$ cat src/rtl/ppvc_pkg.sv
package ppvc_pkg;

  localparam int FRAC_BITS = 16;
  localparam int HEAD_BITS = 14;

  localparam logic [1:0] FUNC_CLEAR  = 2'd0;
  localparam logic [1:0] FUNC_APPEND = 2'd1;

  localparam logic [1:0] STAT_OK     = 2'd0;
  localparam logic [1:0] STAT_EMPTY  = 2'd1;
  localparam logic [1:0] STAT_STORED = 2'd2;
  localparam logic [1:0] STAT_FULL   = 2'd3;

  localparam logic [2:0] CFG_FIXED_LA    = 3'd0;
  localparam logic [2:0] CFG_LA_FLOOR    = 3'd1;
  localparam logic [2:0] CFG_LA_CEILING  = 3'd2;
  localparam logic [2:0] CFG_SPD_CEILING = 3'd3;
  localparam logic [2:0] CFG_SPD_FLOOR   = 3'd4;
  localparam logic [2:0] CFG_TURN_LIMIT  = 3'd5;
  localparam logic [2:0] CFG_SLOWDOWN    = 3'd6;
  localparam logic [2:0] CFG_SCALED_ON   = 3'd7;

  localparam logic [56:0] CURV_THRESH = 57'((64'd1 << (2 * FRAC_BITS)) / 1000);

  typedef struct packed {
    logic [1:0]         func;
    logic signed [23:0] point_x;
    logic signed [23:0] point_y;
    logic signed [23:0] robot_x;
    logic signed [23:0] robot_y;
    logic signed [15:0] heading_cos;
    logic signed [15:0] heading_sin;
    logic signed [23:0] vel_x;
    logic signed [23:0] vel_y;
  } in_item_t;

  typedef struct packed {
    logic [1:0]         status;
    logic [22:0]        linear_cmd;
    logic signed [23:0] angular_cmd;
    logic signed [23:0] carrot_x;
    logic signed [23:0] carrot_y;
  } out_item_t;

  typedef struct packed {
    logic [22:0] fixed_lookahead;
    logic [22:0] lookahead_floor;
    logic [22:0] lookahead_ceiling;
    logic [22:0] speed_ceiling;
    logic [22:0] speed_floor;
    logic [22:0] turn_rate_limit;
    logic [22:0] slowdown_distance;
    logic        scaled_lookahead_on;
  } cfg_regs_t;

  typedef struct packed {
    logic [1:0]         kind;
    logic signed [23:0] robot_x;
    logic signed [23:0] robot_y;
    logic signed [15:0] heading_cos;
    logic signed [15:0] heading_sin;
    logic signed [23:0] vel_x;
    logic signed [23:0] vel_y;
  } job_t;

endpackage

$ cat src/rtl/ppvc_front.sv
module ppvc_front #(
  parameter int PATH_DEPTH = 256,
  localparam int AW = $clog2(PATH_DEPTH),
  localparam int LW = $clog2(PATH_DEPTH + 1)
) (
  input  logic              clk,
  input  logic              rst_n,
  input  logic              start,
  output logic              busy,
  input  ppvc_pkg::in_item_t in_data,
  output logic              ram_we,
  output logic [AW-1:0]     ram_waddr,
  output logic [47:0]       ram_wdata,
  output logic              q_valid,
  output ppvc_pkg::job_t    q_job,
  output logic [LW-1:0]     q_len,
  input  logic              q_pop,
  input  logic              back_idle
);

  ppvc_pkg::job_t job_r [2];
  logic [LW-1:0]  qlen_r [2];
  logic           wr_ptr_r, rd_ptr_r;
  logic [1:0]     count_r, count_nxt;
  logic [LW-1:0]  len_r, len_nxt;
  logic           hold_r, hold_nxt;
  logic           accept, full;
  ppvc_pkg::job_t job_new;

  assign full   = (len_r == LW'(PATH_DEPTH));
  assign busy   = (count_r == 2'd2) || hold_r;
  assign accept = start && !busy;

  always_comb begin
    job_new.robot_x     = in_data.robot_x;
    job_new.robot_y     = in_data.robot_y;
    job_new.heading_cos = in_data.heading_cos;
    job_new.heading_sin = in_data.heading_sin;
    job_new.vel_x       = in_data.vel_x;
    job_new.vel_y       = in_data.vel_y;
    len_nxt             = len_r;
    ram_we              = 1'b0;
    priority if (in_data.func == ppvc_pkg::FUNC_CLEAR) begin
      job_new.kind = ppvc_pkg::STAT_EMPTY;
      if (accept) len_nxt = '0;
    end else if (in_data.func == ppvc_pkg::FUNC_APPEND) begin
      job_new.kind = full ? ppvc_pkg::STAT_FULL : ppvc_pkg::STAT_STORED;
      if (accept && !full) begin
        len_nxt = len_r + LW'(1);
        ram_we  = 1'b1;
      end
    end else begin
      job_new.kind = ppvc_pkg::STAT_OK;
    end
  end

  assign ram_waddr = len_r[AW-1:0];
  assign ram_wdata = {in_data.point_x, in_data.point_y};

  always_comb begin
    count_nxt = count_r + {1'b0, accept} - {1'b0, q_pop};
    hold_nxt  = hold_r;
    if (accept && in_data.func == ppvc_pkg::FUNC_CLEAR) begin
      hold_nxt = 1'b1;
    end else if (count_r == 2'd0 && back_idle) begin
      hold_nxt = 1'b0;
    end
  end

  always_ff @(posedge clk) begin
    if (!rst_n) begin
      count_r  <= '0;
      wr_ptr_r <= 1'b0;
      rd_ptr_r <= 1'b0;
      len_r    <= '0;
      hold_r   <= 1'b0;
    end else begin
      count_r <= count_nxt;
      len_r   <= len_nxt;
      hold_r  <= hold_nxt;
      if (accept) wr_ptr_r <= !wr_ptr_r;
      if (q_pop)  rd_ptr_r <= !rd_ptr_r;
    end
  end

  always_ff @(posedge clk) begin
    if (accept) begin
      job_r[wr_ptr_r]  <= job_new;
      qlen_r[wr_ptr_r] <= len_r;
    end
  end

  assign q_valid = (count_r != 2'd0);
  assign q_job   = job_r[rd_ptr_r];
  assign q_len   = qlen_r[rd_ptr_r];

endmodule

$ cat config.mk
export PLATFORM = sky130hd
export DESIGN_NAME = ppvc_front
export DESIGN_NICKNAME = d
export VERILOG_FILES = /design/src/rtl/ppvc_pkg.sv /design/src/rtl/ppvc_front.sv
export SDC_FILE = /design/constraint.sdc
export NUM_CORES = 1
export LEC_CHECK = 0
export ABC_CLOCK_PERIOD_IN_PS = 9400
export BUFFER_PORTS_ARGS = -buffer_cell sky130_fd_sc_hd__buf_2
export CAP_MARGIN = 20
export CORE_ASPECT_RATIO = 0.75
export CORE_MARGIN = 2
export CORE_UTILIZATION = 45
export DETAILED_ROUTE_END_ITERATION = 16
export HOLD_SLACK_MARGIN = 0.05
export PLACE_DENSITY = 0.76
export SKIP_LAST_GASP = 1
export SLEW_MARGIN = 15
export SYNTH_ARGS = -nofsm -noshare
export SYNTH_HDL_FRONTEND = slang
export SYNTH_SLANG_ARGS = --single-unit
$ cat constraint.sdc
create_clock -name clk -period 9.4 [get_ports clk]
set_input_delay 2.35 -clock clk [delete_from_list [all_inputs] [get_ports clk]]
set_output_delay 2.35 -clock clk [all_outputs]
set_load 0.005 [all_outputs]
# --- After elaboration in Yosys (flattened, before gate mapping) ---
# Memories as Yosys holds them, arrays and structs flattened. A register that Yosys moved wholly into a read port is not among the register bits.
# Index checks and enable logic that the tools add are counted.
word_totals:
  regBits: 14
  input_bits: 183
  ram_bits: 278
  word_cells: 48
  memories: 2
  out_inout_bits: 198
classes:
  n_addsub: 3
  eq_ne: 4
  reduce_logical: 16
  muxes: 18
mem_list:
  columns: ["name", "words", "width", "rd", "rd_clocked_by_memory_dff", "write_ports", "line", "text"]
  rows:
  - ["job_r", 2, 130, 1, 1, 1, "ppvc_front.sv:21", "ppvc_pkg::job_t job_r [2];"]
  - ["qlen_r", 2, 9, 1, 1, 1, "ppvc_front.sv:22", "logic [LW-1:0] qlen_r [2];"]
ops:
  columns: ["cell", "n"]
  rows:
  - ["9-bit 2-to-1 mux", 4]
  - ["1-bit 2-to-1 mux", 12]
  - ["9-bit by 1-bit adder with 9-bit output, second input constant", 1]
  - ["9-bit equality test, second input constant", 1]
  - ["2-bit nonzero test", 4]
  - ["1-bit logical AND", 4]
  - ["1-bit zero test", 4]
  - ["2-bit zero test", 2]
  - ["2-bit 2-to-1 mux", 2]
  - ["3-bit AND reduction", 1]
  - ["2-bit by 1-bit adder with 2-bit output", 1]
  - ["2-bit by 1-bit equality test with 1-bit output, second input constant", 1]
  - ["2-bit equality test, second input constant", 1]
  - ["2-bit inequality test, second input constant", 1]
  - ["2-bit by 1-bit subtractor with 2-bit output", 1]
  - ["1-bit logical OR", 1]

# --- Logic depth before layout (Yosys ltp) ---
depth:
  ltp_word: 8
  depth_mapped: 9
  ltp_nobuf: 9

# --- Least setup slack after synthesis ---
# No wires, ideal clock.
synth_path:
  path_type: "input to register"
  start: "in start"
  end: "mem job_r[0][0] (netlist bit) (enable)"
  setup_time_ns: 0.639
  t_required_ns: 8.761
  t_arrival_ns: 8.630
  n_path_buf: 0
  stages: 4
  setup_slack_ns: 0.131
  path_cell_list: "or2b_1 > nor2_1 > inv_1 > nor2_1"
synth_between:
  elab_chain_cells: 3
synth_rtl:
  columns: ["element", "line", "text"]
  rows:
  - ["start: declaration", "ppvc_front.sv:8", "input logic start,"]
  - ["1-bit logical AND", "ppvc_front.sv:32", "assign accept = start && !busy;"]
  - ["1-bit 2-to-1 mux", "ppvc_front.sv:87", "if (accept) begin"]
  - ["1-bit 2-to-1 mux (not written as such)", "ppvc_front.sv:88", "job_r[wr_ptr_r] <= job_new;"]
  - ["end: declaration", "ppvc_front.sv:21", null]
# No other way between the ends.

# --- Final worst setup path ---
layout_path:
  start: "in start"
  end: "out ram_we"
layout_between:
  elab_chain_cells: 5
layout_rtl:
  columns: ["element", "line", "text"]
  rows:
  - ["1-bit logical AND", "ppvc_front.sv:32", null]
  - ["1-bit logical AND", "ppvc_front.sv:48", "if (accept && !full) begin"]
  - ["1-bit 2-to-1 mux", "ppvc_front.sv:48", null]
  - ["1-bit 2-to-1 mux", "ppvc_front.sv:46", "end else if (in_data.func == ppvc_pkg::FUNC_APPEND) begin"]
  - ["1-bit 2-to-1 mux", "ppvc_front.sv:43", "priority if (in_data.func == ppvc_pkg::FUNC_CLEAR) begin"]
  - ["end: declaration", "ppvc_front.sv:11", "output logic ram_we,"]
# No other way between the ends.

==> results.md <==
* Share of layout cells above drive strength 1 at a little under three fifths
* Largest area contributor in the netlist: edfxtp_1
* Layout Skew at between 10 and 15 ps
* Mapped Cells at 586
* Cts repair resizes at 0
* Vias in the first global route at 6126
* Hpwl dp at 14300 um
* Crit share post-route at 61.1%
* P&R area growth vs syn at 20.4%
* Hold Path Depth at 2
* Worst hold start: hold_r$_SDFFE_PN0P_
* RR Endpoint: job_r[1][88]$_DFFE_PP_
* Routed vias/inst at 5.04
* Hold path endpoint: hold_r$_SDFFE_PN0P_
* Critical path arrival at 3390 ps
* Register area share after synthesis at 76.8%
* Worst slew pin tran at 998 ps
* Top cells by area, synth: edfxtp_1, mux2_2, buf_4
* Row cnt at 50
* Pleak at 0.00505 uW
* Relative slew margins at 33.5%
* Die area at about 26000 um^2
* Clock sinks at about 290
* CTS Buf Count at 29
* Post-synth ARST share at 0%
* Fin. Hold Viols at 0
* Post-synth EDFFs at 278
* Post-Syn Area at 11300 um^2
* Die Y at roughly 140 um
* Mapped Nets at ~770
* R2R Path Start: count_r[0]$_SDFF_PN0_
* Fin crit period at approximately 5700 ps
* Post-layout util at a little over half
* Port bufs at between 200 and 300
* Ports at 381
* Vias at 5999
* CTS Hold Bufs at 0
* Gr ovfl total at 0
* Antenna violations before repair at 1
* CP most frequent cell: buf_2
* Post-synth top cells: edfxtp_1, mux2_2, buf_4
* H-tree depth at 1
* Routability cong. at 0.822
* Worst min path class: register to register
* Pre-CTS setup slack at 3690 ps
* Syn. warnings at 0
* CP Max Fanout at 13
* Worst setup path class: primary input to output pin
* Power per cell area at 248 nW/um^2
* Fill count at 1962
* R2r setup slk at 6990 ps
* Post-CTS Setup Inserts at 0
* TritonRoute pass-1 iters at 6
* Top_reg_cell synth: edfxtp_1
* Post-route ant nets at 0
* CTS root buf: clkbuf_16
* Sequential standard cell area at 8650 um^2
* TNS Setup at 0 ps
* Yosys cell types at 44
* Final Max Slew Viols at 0
* CTS tree: yes
* CP max stage delay at around 400 ps
* Fin nets at 1019
* Initial Util at 45.5%
* Core Area at 24800 um^2
* Count leader, synth: edfxtp_1
* Total Wirelength at 21900 um
* Unrepaired setup endpoints after global routing: false
* WL per Instance at 18.4 um
* Max Freq at 0.174 GHz
* DRC at 0
* First-pass GRT wire length at 33700 um
* Worst r2r path cells at 4
* Initial DRC count at 312
* Antenna Cells at 0
* Gr usage total at 16.2%
* Area share of the largest cell type after synthesis at 74.1%
* Outcome: finished, final reports clean
* Worst setup SP type: primary input
* Crit-path slowest cell: nor3_4
* Clock latency on the worst-skew pair at approximately 530 ps
* Endpoints failing setup at 0
* Max Cap Viol at 0
* CP cell instances: buf_2 -> or2b_1 -> nor3_4 -> and2_1 -> buf_2
* Synth Register Bits at approximately 290
* Crit path required time at 7050 ps
* Setup WS post-layout at 3660 ps
* Multi-input gate area at approximately 2100 um^2
* Crit path launch: start
* Clk slew on worst S/H paths at 60 ps
* Largest net degree at the start of global routing at 73
* Die W at 187 um
* Clock tree buffer depth at 3
* Worst VDD drop at 158 uV
* Crit end category: output pin
* Mapped Avg Cell Area at 19.2 um^2
## cell families (layout without fill, tap and decap cells)
group / count (synthesis) / after routing / synth area share (%)
mux: 139 / 139 / 13.9
xor+xnor: 4 / 4 / 0.311
compound gates: 23 / 23 / 1.52
fa+ha+maj: 4 / 4 / 0.444
simple gates: 39 / 39 / 2.11
flops: 293 / 293 / 76.8
buf+inv: 84 / 351 / 4.92
## sequential cells by signal, indices dropped and copies added (netlist names), named ones only
| name | flops |
|---|---|
| count_r | 2 |
| hold_r | 1 |
| job_r | 260 |
| len_r | 9 |
| qlen_r | 18 |
| rd_ptr_r | 1 |
| wr_ptr_r | 1 |
## power by group
group / switching (uW) / internal, uW / leakage, uW
clock: 450 / 646 / 0.000441
sequential: 56.6 / 1690 / 0.00272
combinational: 290 / 238 / 0.00189
## worst max path at each step
stage,endpoint,slack (ps),cells past startpoint
2_1_floorplan,job_r[0][0]$_DFFE_PP_,130,4
3_3_place_gp,ram_we,3710,5
3_5_place_dp,ram_we,3690,5
4_1_cts,ram_we,3670,5
5_1_grt,ram_we,3560,5
6_report,ram_we,3660,5
## worst max-delay path: cells and delay by family
kind | cells | cell delay (ps)
AND/OR/NAND/NOR | 3 | 860
buffers and inverters | 2 | 170
## cell type report
| type | count | share of cell area (%) |
|---|---|---|
| Clock buffer | 41 | 5.91 |
| Clock inverter | 11 | 0.831 |
| Inverter | 10 | 0.277 |
| Multi-Input combinational cell | 209 | 15.3 |
| Sequential cell | 293 | 63.8 |
| Tap cell | 338 | 3.12 |
| Timing Repair Buffer | 289 | 10.8 |
## placed cells by master, fill, tap and decap left out, drive strengths merged, types with 2 or more instances in the layout
master    count
a21oi         7
a31oi         2
a41oi         2
and2          3
and3          2
buf         289
bufinv        2
clkbuf       41
clkinv        7
clkinvlp      2
dfxtp        15
edfxtp      278
ha            4
inv          10
mux2        139
nand2         9
nand3         3
nand4         2
nor2         10
nor4b         2
o21ai         3
or2           2
xnor2         3
## routing by layer
metal  share of wire, %  up-vias  global-route usage, %
met4                2.5        0                   4.22
met5                  0        -                      0
met2                 45      317                   25.5
li1                   -     2697                      -
met3                 10       55                   6.10
met1                 42     2930                   21.5
## metrics by stage
stage	power, uW	cells	instance area, um^2	hold slack (ps)
floorplan	2100	586	11300	459
global placement	2290	1139	12600	481
detailed placement	2300	1139	12600	486
CTS	3410	1191	13600	494
global route	3510	1191	13600	540
finish	3370	1191	13600	491
Note: power is estimated with default switching activity, not from simulation.
